## src/rtl/core/bbalc_pkg.sv

```systemverilog
// ----------------------------------------------------------------------------
// Buddy block allocator package
// Widths, status codes, defaults and the queued job word.
// ----------------------------------------------------------------------------
package bbalc_pkg;

   localparam int SIZE_W      = 16;
   localparam int ADDR_W      = 18;
   localparam int LEVEL_W     = 5;   // holds levels up to 31
   localparam int OUT_LEVEL_W = 4;
   localparam int STATUS_W    = 2;

   localparam int DEF_NUM_PAGES  = 64;
   localparam int DEF_PAGE_LEVEL = 12;
   localparam int DEF_MIN_LEVEL  = 4;
   localparam int QUEUE_DEPTH    = 2;

   localparam logic [STATUS_W-1:0] ST_GRANTED   = 2'd0;
   localparam logic [STATUS_W-1:0] ST_TOO_LARGE = 2'd1;
   localparam logic [STATUS_W-1:0] ST_EXHAUSTED = 2'd2;

   typedef struct packed {
      logic               too_large;
      logic [LEVEL_W-1:0] target;
   } job_type;

endpackage

```

## src/rtl/core/buddy_block_allocator.sv

```systemverilog
// ----------------------------------------------------------------------------
// Buddy block allocator
// Allocate-only buddy allocator over NUM_PAGES pages of 2^PAGE_LEVEL bytes.
// req_ channel: one word per request, req_request_size in bytes. The word is
// taken at an edge with req_valid high and req_stall low.
// rsp_ channel: one word per request, in request order: rsp_status,
// rsp_block_address, rsp_block_level. Taken when rsp_valid and !rsp_stall.
// The job is registered in the queue, then the back end fires from the queue
// head into the result register that drives rsp_valid.
// Throughput: one request per cycle while rsp_stall does not hold the result;
// the back end handles one job a cycle, as the free-level search and split
// update are combinational.
// A two-word job queue separates the classifier from the back end, so a
// stalled rsp_ side fills the queue and then raises req_stall.
// Reset (synchronous): all levels empty, no pages used, queue and result
// register empty. Oversize and exhausted requests leave state untouched.
// ----------------------------------------------------------------------------
module buddy_block_allocator #(
   parameter int NUM_PAGES  = bbalc_pkg::DEF_NUM_PAGES,
   parameter int PAGE_LEVEL = bbalc_pkg::DEF_PAGE_LEVEL,
   parameter int MIN_LEVEL  = bbalc_pkg::DEF_MIN_LEVEL
) (
   input  logic                               clock,
   input  logic                               reset,
   input  logic                               req_valid,
   output logic                               req_stall,
   input  logic [bbalc_pkg::SIZE_W-1:0]       req_request_size,
   output logic                               rsp_valid,
   input  logic                               rsp_stall,
   output logic [bbalc_pkg::STATUS_W-1:0]     rsp_status,
   output logic [bbalc_pkg::ADDR_W-1:0]       rsp_block_address,
   output logic [bbalc_pkg::OUT_LEVEL_W-1:0]  rsp_block_level
);

   // classified job from the front end into the queue
   logic               push;
   logic               queue_full;
   bbalc_pkg::job_type push_job;

   // queue head toward the back end
   logic               head_valid;
   logic               head_pop;
   bbalc_pkg::job_type head_job;

   // front: rounds the size up to a level and flags oversize requests
   bbalc_front #(
      .PAGE_LEVEL (PAGE_LEVEL),
      .MIN_LEVEL  (MIN_LEVEL)
   ) u_front (
      .req_valid        (req_valid),
      .req_request_size (req_request_size),
      .req_stall        (req_stall),
      .queue_full       (queue_full),
      .push             (push),
      .job              (push_job)
   );

   bbalc_queue #(
      .DEPTH (bbalc_pkg::QUEUE_DEPTH)
   ) u_queue (
      .clock      (clock),
      .reset      (reset),
      .push       (push),
      .push_job   (push_job),
      .full       (queue_full),
      .pop        (head_pop),
      .head_valid (head_valid),
      .head_job   (head_job)
   );

   // back: owns the free lists and page count, drives the result register
   bbalc_back #(
      .NUM_PAGES  (NUM_PAGES),
      .PAGE_LEVEL (PAGE_LEVEL),
      .MIN_LEVEL  (MIN_LEVEL)
   ) u_back (
      .clock             (clock),
      .reset             (reset),
      .job_valid         (head_valid),
      .job               (head_job),
      .job_pop           (head_pop),
      .rsp_valid         (rsp_valid),
      .rsp_stall         (rsp_stall),
      .rsp_status        (rsp_status),
      .rsp_block_address (rsp_block_address),
      .rsp_block_level   (rsp_block_level)
   );

endmodule

```

## src/rtl/core/bbalc_front.sv

```systemverilog
// ----------------------------------------------------------------------------
// Buddy allocator front end
// Takes request words and classifies them: oversize flag and target level.
// ----------------------------------------------------------------------------
module bbalc_front #(
   parameter int PAGE_LEVEL = bbalc_pkg::DEF_PAGE_LEVEL,
   parameter int MIN_LEVEL  = bbalc_pkg::DEF_MIN_LEVEL
) (
   input  logic                          req_valid,
   input  logic [bbalc_pkg::SIZE_W-1:0]  req_request_size,
   output logic                          req_stall,
   input  logic                          queue_full,
   output logic                          push,
   output bbalc_pkg::job_type            job
);

   localparam int WIDE_W = bbalc_pkg::SIZE_W + 1;
   localparam logic [WIDE_W-1:0] PAGE_BYTES = WIDE_W'(1) << PAGE_LEVEL;

   logic [WIDE_W-1:0]             size_wide;
   logic [bbalc_pkg::LEVEL_W-1:0] target;

   assign size_wide = {1'b0, req_request_size};

   // smallest level whose block covers the size, page level otherwise
   always_comb begin
      target = bbalc_pkg::LEVEL_W'(PAGE_LEVEL);
      for (int t = PAGE_LEVEL - 1; t >= MIN_LEVEL; t--) begin
         if (size_wide <= (WIDE_W'(1) << t)) begin
            target = bbalc_pkg::LEVEL_W'(t);
         end
      end
   end

   assign job.too_large = (size_wide > PAGE_BYTES);
   assign job.target    = target;
   assign req_stall     = queue_full;
   assign push          = req_valid && !queue_full;

endmodule

```

## src/rtl/core/bbalc_queue.sv

```systemverilog
// ----------------------------------------------------------------------------
// Buddy allocator job queue
// Short FIFO of classified jobs between front and back end (depth >= 2).
// ----------------------------------------------------------------------------
module bbalc_queue #(
   parameter int DEPTH = bbalc_pkg::QUEUE_DEPTH
) (
   input  logic               clock,
   input  logic               reset,
   input  logic               push,
   input  bbalc_pkg::job_type push_job,
   output logic               full,
   input  logic               pop,
   output logic               head_valid,
   output bbalc_pkg::job_type head_job
);

   localparam int PTR_W = $clog2(DEPTH);
   localparam int CNT_W = $clog2(DEPTH + 1);

   bbalc_pkg::job_type slot_ff [DEPTH];
   logic [PTR_W-1:0]   wr_ptr_ff, wr_ptr_in;
   logic [PTR_W-1:0]   rd_ptr_ff, rd_ptr_in;
   logic [CNT_W-1:0]   count_ff, count_in;

   assign full       = (count_ff == CNT_W'(DEPTH));
   assign head_valid = (count_ff != '0);
   assign head_job   = slot_ff[rd_ptr_ff];

   always_comb begin
      wr_ptr_in = wr_ptr_ff;
      rd_ptr_in = rd_ptr_ff;
      count_in  = count_ff;
      if (push) begin
         wr_ptr_in = (wr_ptr_ff == PTR_W'(DEPTH - 1)) ? '0 : wr_ptr_ff + PTR_W'(1);
      end
      if (pop) begin
         rd_ptr_in = (rd_ptr_ff == PTR_W'(DEPTH - 1)) ? '0 : rd_ptr_ff + PTR_W'(1);
      end
      if (push && !pop) begin
         count_in = count_ff + CNT_W'(1);
      end else if (pop && !push) begin
         count_in = count_ff - CNT_W'(1);
      end
   end

   always_ff @(posedge clock) begin
      if (reset) begin
         wr_ptr_ff <= '0;
         rd_ptr_ff <= '0;
         count_ff  <= '0;
      end else begin
         wr_ptr_ff <= wr_ptr_in;
         rd_ptr_ff <= rd_ptr_in;
         count_ff  <= count_in;
      end
   end

   always_ff @(posedge clock) begin
      if (push) begin
         slot_ff[wr_ptr_ff] <= push_job;
      end
   end

endmodule

```

## src/rtl/core/bbalc_back.sv

```systemverilog
// ----------------------------------------------------------------------------
// Buddy allocator back end
// Free-level search, page take, split-down and the result register.
// ----------------------------------------------------------------------------
module bbalc_back #(
   parameter int NUM_PAGES  = bbalc_pkg::DEF_NUM_PAGES,
   parameter int PAGE_LEVEL = bbalc_pkg::DEF_PAGE_LEVEL,
   parameter int MIN_LEVEL  = bbalc_pkg::DEF_MIN_LEVEL
) (
   input  logic                               clock,
   input  logic                               reset,
   input  logic                               job_valid,
   input  bbalc_pkg::job_type                 job,
   output logic                               job_pop,
   output logic                               rsp_valid,
   input  logic                               rsp_stall,
   output logic [bbalc_pkg::STATUS_W-1:0]     rsp_status,
   output logic [bbalc_pkg::ADDR_W-1:0]       rsp_block_address,
   output logic [bbalc_pkg::OUT_LEVEL_W-1:0]  rsp_block_level
);

   localparam int PU_W    = $clog2(NUM_PAGES + 1);
   localparam int ADDR_W  = bbalc_pkg::ADDR_W;
   localparam int LEVEL_W = bbalc_pkg::LEVEL_W;

   logic                  has_free_ff [PAGE_LEVEL];
   logic                  has_free_in [PAGE_LEVEL];
   logic [ADDR_W-1:0]     free_addr_ff [PAGE_LEVEL];
   logic [ADDR_W-1:0]     free_addr_in [PAGE_LEVEL];
   logic [PU_W-1:0]       pages_used_ff, pages_used_in;

   logic                                rsp_valid_ff, rsp_valid_in;
   logic [bbalc_pkg::STATUS_W-1:0]      rsp_status_ff, rsp_status_in;
   logic [ADDR_W-1:0]                   rsp_addr_ff, rsp_addr_in;
   logic [bbalc_pkg::OUT_LEVEL_W-1:0]   rsp_level_ff, rsp_level_in;

   logic                        fire;
   logic                        found;
   logic [LEVEL_W-1:0]          found_lvl;
   logic [ADDR_W-1:0]           found_addr;
   logic [PU_W+PAGE_LEVEL-1:0]  page_wide;
   logic [ADDR_W-1:0]           page_base;
   logic                        exhausted;
   logic                        grant;
   logic [ADDR_W-1:0]           base;
   logic [LEVEL_W-1:0]          from_lvl;

   assign fire    = job_valid && (!rsp_valid_ff || !rsp_stall);
   assign job_pop = fire;

   // lowest level at or above target holding a free block
   always_comb begin
      found      = 1'b0;
      found_lvl  = LEVEL_W'(PAGE_LEVEL);
      found_addr = '0;
      for (int k = PAGE_LEVEL - 1; k >= MIN_LEVEL; k--) begin
         if (has_free_ff[k] && (LEVEL_W'(k) >= job.target)) begin
            found      = 1'b1;
            found_lvl  = LEVEL_W'(k);
            found_addr = free_addr_ff[k];
         end
      end
   end

   assign page_wide = {pages_used_ff, {PAGE_LEVEL{1'b0}}};
   assign page_base = ADDR_W'(page_wide);
   assign exhausted = !found && (pages_used_ff >= PU_W'(NUM_PAGES));
   assign grant     = !job.too_large && !exhausted;
   assign base      = found ? found_addr : page_base;
   assign from_lvl  = found ? found_lvl : LEVEL_W'(PAGE_LEVEL);

   always_comb begin
      has_free_in   = has_free_ff;
      free_addr_in  = free_addr_ff;
      pages_used_in = pages_used_ff;
      if (fire && grant) begin
         if (!found) begin
            pages_used_in = pages_used_ff + PU_W'(1);
         end
         for (int k = MIN_LEVEL; k < PAGE_LEVEL; k++) begin
            if (found && (LEVEL_W'(k) == found_lvl)) begin
               has_free_in[k] = 1'b0;
            end
            // right half of each split becomes the level's free block
            if ((LEVEL_W'(k) >= job.target) && (LEVEL_W'(k) < from_lvl)) begin
               has_free_in[k]  = 1'b1;
               free_addr_in[k] = base + (ADDR_W'(1) << k);
            end
         end
      end
   end

   always_comb begin
      rsp_valid_in  = rsp_valid_ff;
      rsp_status_in = rsp_status_ff;
      rsp_addr_in   = rsp_addr_ff;
      rsp_level_in  = rsp_level_ff;
      if (fire) begin
         rsp_valid_in = 1'b1;
         if (job.too_large) begin
            rsp_status_in = bbalc_pkg::ST_TOO_LARGE;
            rsp_addr_in   = '0;
            rsp_level_in  = bbalc_pkg::OUT_LEVEL_W'(MIN_LEVEL);
         end else if (exhausted) begin
            rsp_status_in = bbalc_pkg::ST_EXHAUSTED;
            rsp_addr_in   = '0;
            rsp_level_in  = bbalc_pkg::OUT_LEVEL_W'(MIN_LEVEL);
         end else begin
            rsp_status_in = bbalc_pkg::ST_GRANTED;
            rsp_addr_in   = base;
            rsp_level_in  = bbalc_pkg::OUT_LEVEL_W'(job.target);
         end
      end else if (!rsp_stall) begin
         rsp_valid_in = 1'b0;
      end
   end

   always_ff @(posedge clock) begin
      if (reset) begin
         has_free_ff   <= '{default: 1'b0};
         pages_used_ff <= '0;
         rsp_valid_ff  <= 1'b0;
      end else begin
         has_free_ff   <= has_free_in;
         pages_used_ff <= pages_used_in;
         rsp_valid_ff  <= rsp_valid_in;
      end
   end

   always_ff @(posedge clock) begin
      free_addr_ff  <= free_addr_in;
      rsp_status_ff <= rsp_status_in;
      rsp_addr_ff   <= rsp_addr_in;
      rsp_level_ff  <= rsp_level_in;
   end

   assign rsp_valid         = rsp_valid_ff;
   assign rsp_status        = rsp_status_ff;
   assign rsp_block_address = rsp_addr_ff;
   assign rsp_block_level   = rsp_level_ff;

endmodule

```

## config.mk

```make
export PLATFORM = sky130hd
export DESIGN_NAME = buddy_block_allocator
export DESIGN_NICKNAME = d
export VERILOG_FILES = /design/src/rtl/core/bbalc_pkg.sv /design/src/rtl/core/buddy_block_allocator.sv /design/src/rtl/core/bbalc_front.sv /design/src/rtl/core/bbalc_queue.sv /design/src/rtl/core/bbalc_back.sv
export SDC_FILE = /design/constraint.sdc
export NUM_CORES = 1
export LEC_CHECK = 0
export ABC_CLOCK_PERIOD_IN_PS = 4300
export BUFFER_PORTS_ARGS = -buffer_cell sky130_fd_sc_hd__buf_4
export CORE_UTILIZATION = 55
export DETAILED_ROUTE_END_ITERATION = 6
export GPL_ROUTABILITY_DRIVEN = 0
export PLACE_DENSITY_LB_ADDON = 0.2
export SKIP_CTS_REPAIR_TIMING = 1
export SKIP_LAST_GASP = 1
export SLEW_MARGIN = 20
export SYNTH_ARGS = -nofsm -noshare
export SYNTH_HDL_FRONTEND = slang
export SYNTH_SLANG_ARGS = --single-unit
export TNS_END_PERCENT = 10
```

## constraint.sdc

```tcl
create_clock -name clock -period 4.3 [get_ports clock]
set_input_delay 0.645 -clock clock [delete_from_list [all_inputs] [get_ports clock]]
set_output_delay 0.645 -clock clock [all_outputs]
set_load 0.02 [all_outputs]
```

## Word level (Yosys, flattened, before mapping)

Memories as Yosys holds them, arrays and structs flattened. A register that Yosys moved wholly into a read port is not among the register bits.
Cells that the tools add are included.

| operators by class | value |
|---|---|
| reductions and logical operators | 68 |
| eq/ne operators | 10 |
| $lt $le $gt $ge | 26 |
| bitwise logic cells | 1 |
| add/sub/neg operators | 13 |
| multiplexer cells | 61 |

Operators by type and width:

| operator | number |
|---|---|
| 2-to-1 mux 18 bit | 9 |
| 2-to-1 mux 4 bit | 9 |
| AND reduction 2 bit | 17 |
| 2-to-1 mux 1 bit | 32 |
| logical AND 1 bit | 31 |
| 2-to-1 mux 3 bit | 8 |
| >= comparator 3 x 5 -> 1 bit (first input constant) | 4 |
| >= comparator 4 x 5 -> 1 bit (first input constant) | 4 |
| < comparator 3 x 5 -> 1 bit (first input constant) | 4 |
| < comparator 4 x 5 -> 1 bit (first input constant) | 4 |
| nonzero test 2 bit | 10 |
| adder 18 x 10 -> 18 bit (second input constant) | 1 |
| adder 18 x 11 -> 18 bit (second input constant) | 1 |
| adder 18 x 12 -> 18 bit (second input constant) | 1 |
| adder 18 x 5 -> 18 bit (second input constant) | 1 |
| adder 18 x 6 -> 18 bit (second input constant) | 1 |
| adder 18 x 7 -> 18 bit (second input constant) | 1 |
| adder 18 x 8 -> 18 bit (second input constant) | 1 |
| adder 18 x 9 -> 18 bit (second input constant) | 1 |
| equality test 3 x 4 -> 1 bit (first input constant) | 4 |
| equality test 4 bit (first input constant) | 4 |
| > comparator 16 x 13 -> 1 bit (second input constant) | 1 |
| <= comparator 16 x 10 -> 1 bit (second input constant) | 1 |
| <= comparator 16 x 11 -> 1 bit (second input constant) | 1 |
| other kinds (18) | 28 |

| storage, ports and cells | value |
|---|---|
| logic and storage cells | 204 |
| memories kept | 1 |
| input bits | 20 |
| bits in registers | 188 |
| RAM bits | 10 |

Memory list:

| memory | depth | bits a word | read ports | clocked after Yosys merged registers in | write ports | RTL line | source |
|---|---|---|---|---|---|---|---|
| u_queue.slot_ff | 2 | 5 | 1 | 1 | 1 | bbalc_queue.sv:21 | `bbalc_pkg::job_type slot_ff [DEPTH];` |

## Depth between registers and ports, before layout

| depth | value |
|---|---|
| depth in word-level cells | 16 |
| depth in mapped cells | 18 |

## Modules after synthesis

A second synthesis with hierarchy kept.

| second synthesis, totals | value |
|---|---|
| cell total of the unflattened synthesis | 829 |
| area total of the unflattened synthesis | 9771.9 um^2 |

Modules (own cells, without submodules):

| module | instances | area each (um^2) | cells an instance | sequential area each (um^2) |
|---|---|---|---|---|
| bbalc_back | 1 | 8853.5 | 745 | 5365.1 |
| bbalc_queue | 1 | 641.9 | 41 | 460.4 |
| bbalc_front | 1 | 276.5 | 43 | 0.0 |

## Worst setup path before layout

No wires, ideal clock.

| timing | value |
|---|---|
| path type | register to register |
| start point | memory u_queue.slot_ff[0][3] in the netlist's numbering |
| end point | register u_back.free_addr_ff[124] in the netlist's numbering (data pin) |
| path buffers | 4 |
| cell stages (with the launch flop) | 16 |
| arrival | 3.419 ns |
| slack | 0.618 ns |
| required time | 4.037 ns |
| period minus slack after synthesis | 3.682 ns |
| path through | edfxtp_1 > mux2i_1 > buf_2 > and2_1 > clkbuf_1 > buf_1 > nand3_1 > a21oi_1 > a2111oi_0 > nor2_1 > ha_1 > clkbuf_1 > and3_1 > nand3_1 > nor3_2 > xor2_1 |

RTL lines:

| what | RTL line | source |
|---|---|---|
| from (decl) | bbalc_queue.sv:21 |  |
| to (signal assigned) | bbalc_back.sv:131 | `free_addr_ff <= free_addr_in;` |
| to (decl) | bbalc_back.sv:28 | `logic [ADDR_W-1:0] free_addr_ff [PAGE_LEVEL];` |

==> summary.txt <==
Outcome
  • Status: finished, final reports clean

Synthesis
  • Synthesized Nets: 829
  • Number of distinct library cells after synthesis: 85
  • Mapped cell area: 9750 um2
  • Yosys reg bits: 199
  • Mean Syn Cell Area: 12.2 um2
  • Number of synthesized flops with an enable pin: 178
  • Post-synthesis sequential area ratio: 59.2%
  • Main flop type after synthesis: edfxtp_1
  • Mapped Cells: 799
  • FFs w/ async S/R, synth: 0%
  • YS warnings: 0

Global routing
  • Tot GR Track Use: 30.5%
  • Vias in the first global route: 7141
  • First-pass GRT wire length: 40800 um
  • Largest net degree at the start of global routing: 23
  • GRT overflow: 0
  • Initial antenna violation count: 0

Critical path
  • Worst R2R End: u_back.free_addr_ff[143]
  • Worst Setup SP: u_queue.slot_ff[0][3]
  • Critical path endpoint: u_back.free_addr_ff[143]
  • Data required time of the worst path: 4490 ps
  • R2R depth: 11
  • Critical path type: reg -> reg
  • Critical Path Sink Type: flip-flop
  • CP startpoint kind: flip-flop
  • Arrival time at the worst endpoint: 4250 ps
  • R2r setup slk: 240 ps
  • Maximum fanout along the worst path: 10
  • Critical register-to-register path startpoint: u_queue.slot_ff[0][3]

Min path
  • Hold crit path type: reg -> reg

Placed design
  • Port Buffers: 45
  • DP HPWL: 18200 um
  • # placed instances: 1082

CTS
  • Clock-pin slew on the worst setup and hold paths: 80 ps
  • # H-tree levels: 4
  • Worst-skew pair later-pin latency: 440 ps
  • Max clock buf depth: 2
  • Num CTS Buffers: 17
  • Root Buffer Master: clkbuf_16
  • Clock sinks: 199
  • CTS tree: done

Die
  • Core area: 17300 um2
  • Die height: 135 um
  • Chip width: 135 um
  • Site Rows: 48
  • Initial core utilization: 56.3%
  • Io pins: 46
  • Die area: 18300 um2

Detailed routing
  • Met2 wire length: 12900 um
  • Via-to-Cell Ratio: 6.43
  • Met3 Routed Length: 2150 um
  • Routed WL: 26500 um
  • 1st-pass router iterations: 6
  • DR vias: 7158
  • Starting DRT DRC Count: 757
  • DRC errors left: 0
  • Top Metal Used: met4
  • DRT antenna net count: 0
  • Wire per inst: 23.8 um
  • Routed length on met1: 10500 um

Layout
  • Share of cells above drive strength 1: 20.5%
  • Commonest non-fill, non-tap cell in the layout: edfxtp_1
  • N_diodes: 0
  • Nets: 906
  • Commonest non-fill, non-tap cells in the layout: edfxtp_1, buf_4, nor2_1
  • Area Growth Syn to Fin: 14.9%
  • Non-Filler Instances: 1114

STA
  • Slew at the pin closest to its max-slew limit: 990 ps
  • Worst relative slew slack: 33.9%
  • Setup total negative slack: 0 ps
  • Final min period: 4060 ps
  • RSZ-0062 raised after global routing: no
  • Period Utilization, post-route: 94.3%
  • Max Slew Vio Count: 0
  • FMAX: 0.247 GHz
  • Final setup vio count: 0
  • Fin Clk Skew: 15.4 ps
  • Final Hold Violating Endpoints: 0

Pwr
  • Switching power of the nets: 1.50 mW
  • Clock power share: 33.0%
  • Comb power frac: 19.8%
  • Sw frac: 29.8%
  • LEAKAGE: 4.03 nW
  • Cell-internal power: 3.54 mW
  • PD cells: 449 nW/um2
  • Reg power frac: 47.1%
  • VDD IR max: 0.000307 V

Flow run
  • Max Cap Violations: 0
synth_stat cells, drive strengths merged, types with 4 or more instances:
library cell | count | share of area (%)
a22oi | 4 | 0.36
a221o | 6 | 0.62
a32oi | 12 | 1.1
o221ai | 9 | 0.81
nand2 | 60 | 2.5
dfxtp | 21 | 4.3
nor2 | 73 | 2.9
mux2i | 4 | 0.41
and3 | 6 | 0.39
a211o | 7 | 0.63
edfxtp | 178 | 55
xnor2 | 52 | 4.7
nand3 | 31 | 1.6
o211a | 6 | 0.62
or3 | 5 | 0.32
a221oi | 4 | 0.36
o211ai | 5 | 0.39
o22ai | 8 | 0.51
a21oi | 39 | 2.3
inv | 21 | 0.81
ha | 10 | 1.3
nor3 | 32 | 2.1
xor2 | 26 | 2.3
clkbuf | 22 | 0.86
nand2b | 10 | 0.64
a31oi | 5 | 0.32
buf | 24 | 1.8
o21ai | 24 | 1.3
and2 | 14 | 0.92
nand4 | 11 | 0.77
o21a | 5 | 0.39
a211oi | 12 | 0.92
nor4 | 7 | 0.82
a2111oi | 4 | 0.81
power by group through the flow:
stage               Sequential (mW)  Clock, mW  Combinational [mW]
detailed placement             2.41          0               0.991
finish                         2.37       1.66               0.999
CTS                            2.37       1.67               0.994
global placement               2.41          0               0.963
global route                   2.39       1.74                1.06
floorplan                      2.49          0               0.544
critical path, stage by stage (launching register included):
cell,delay [ps]
edfxtp_1,500
nand3b_1,230
and2_0,240
a221o_1,450
buf_4,260
a2111oi_4,490
a32oi_1,230
o21ai_1,200
ha_1,470
nand4_1,330
nor3_1,310
xnor2_1,90
stage by stage:
step	total power [mW]	hold slack, ps	worst slack (ps)	utilization, %	area, um2
2_1_floorplan	3.04	465	618	-	9750
3_3_place_gp	3.37	472	259	61.2	10600
3_5_place_dp	3.40	477	204	61.2	10600
4_1_cts	5.03	491	199	64.7	11200
5_1_grt	5.19	506	59.4	64.7	11200
6_report	5.03	490	244	64.7	11200
cell type report:
cell class / count / area [um2]
clock buffers: 17 / 425
clock inverters: 15 / 186
fillers: 1325 / 6100
inverters: 22 / 82.6
multi-input cells: 532 / 3650
flip-flops and latches: 199 / 5770
well taps: 225 / 282
repair buffers: 104 / 806
per-layer routing:
metal | vias up | track usage [%]
met1 | 3536 | 39.3
met2 | 383 | 50.7
met3 | 62 | 5.07
li1 | 3177 | -
met5 | - | 0
met4 | 0 | 13.6
state kept, by name (all words and copies together) (netlist names), 2 cells and up, named ones only:
register and count:
u_back.rsp_block_address 18, u_queue.slot_ff 10, u_back.rsp_status 2, u_back.rsp_block_level 4, u_back.pages_used_ff 7, u_back.has_free_ff 8, u_back.free_addr_ff 144, u_queue.count_ff 2
worst min path at each step:
| stage | endpoint | start | slack, ps | depth (start not counted) |
|---|---|---|---|---|
| after floorplan | u_back.has_free_ff[0] | u_back.has_free_ff[0] | 460 | 2 |
| final | u_back.rsp_valid | u_back.rsp_valid | 490 | 2 |
| after global routing | u_back.rsp_valid | rsp_stall | 510 | 3 |
| after detailed placement | u_back.rsp_valid | u_back.rsp_valid | 480 | 2 |
| after global placement | u_back.rsp_valid | u_back.rsp_valid | 470 | 2 |
| after CTS | u_back.rsp_valid | u_back.rsp_valid | 490 | 2 |
logic make-up (layout without fill, tap and decap cells):
logic type	count (synthesis)	in the layout	share of synthesized area (%)
flops	199	199	59.2
buf+inv	68	158	3.54
simple gates	258	258	13.8
fa+ha+maj	11	11	1.39
mux	5	5	0.526
xor+xnor	78	78	7.01
compound gates	180	180	14.6
No activity file was read; power rests on OpenSTA's default activity.
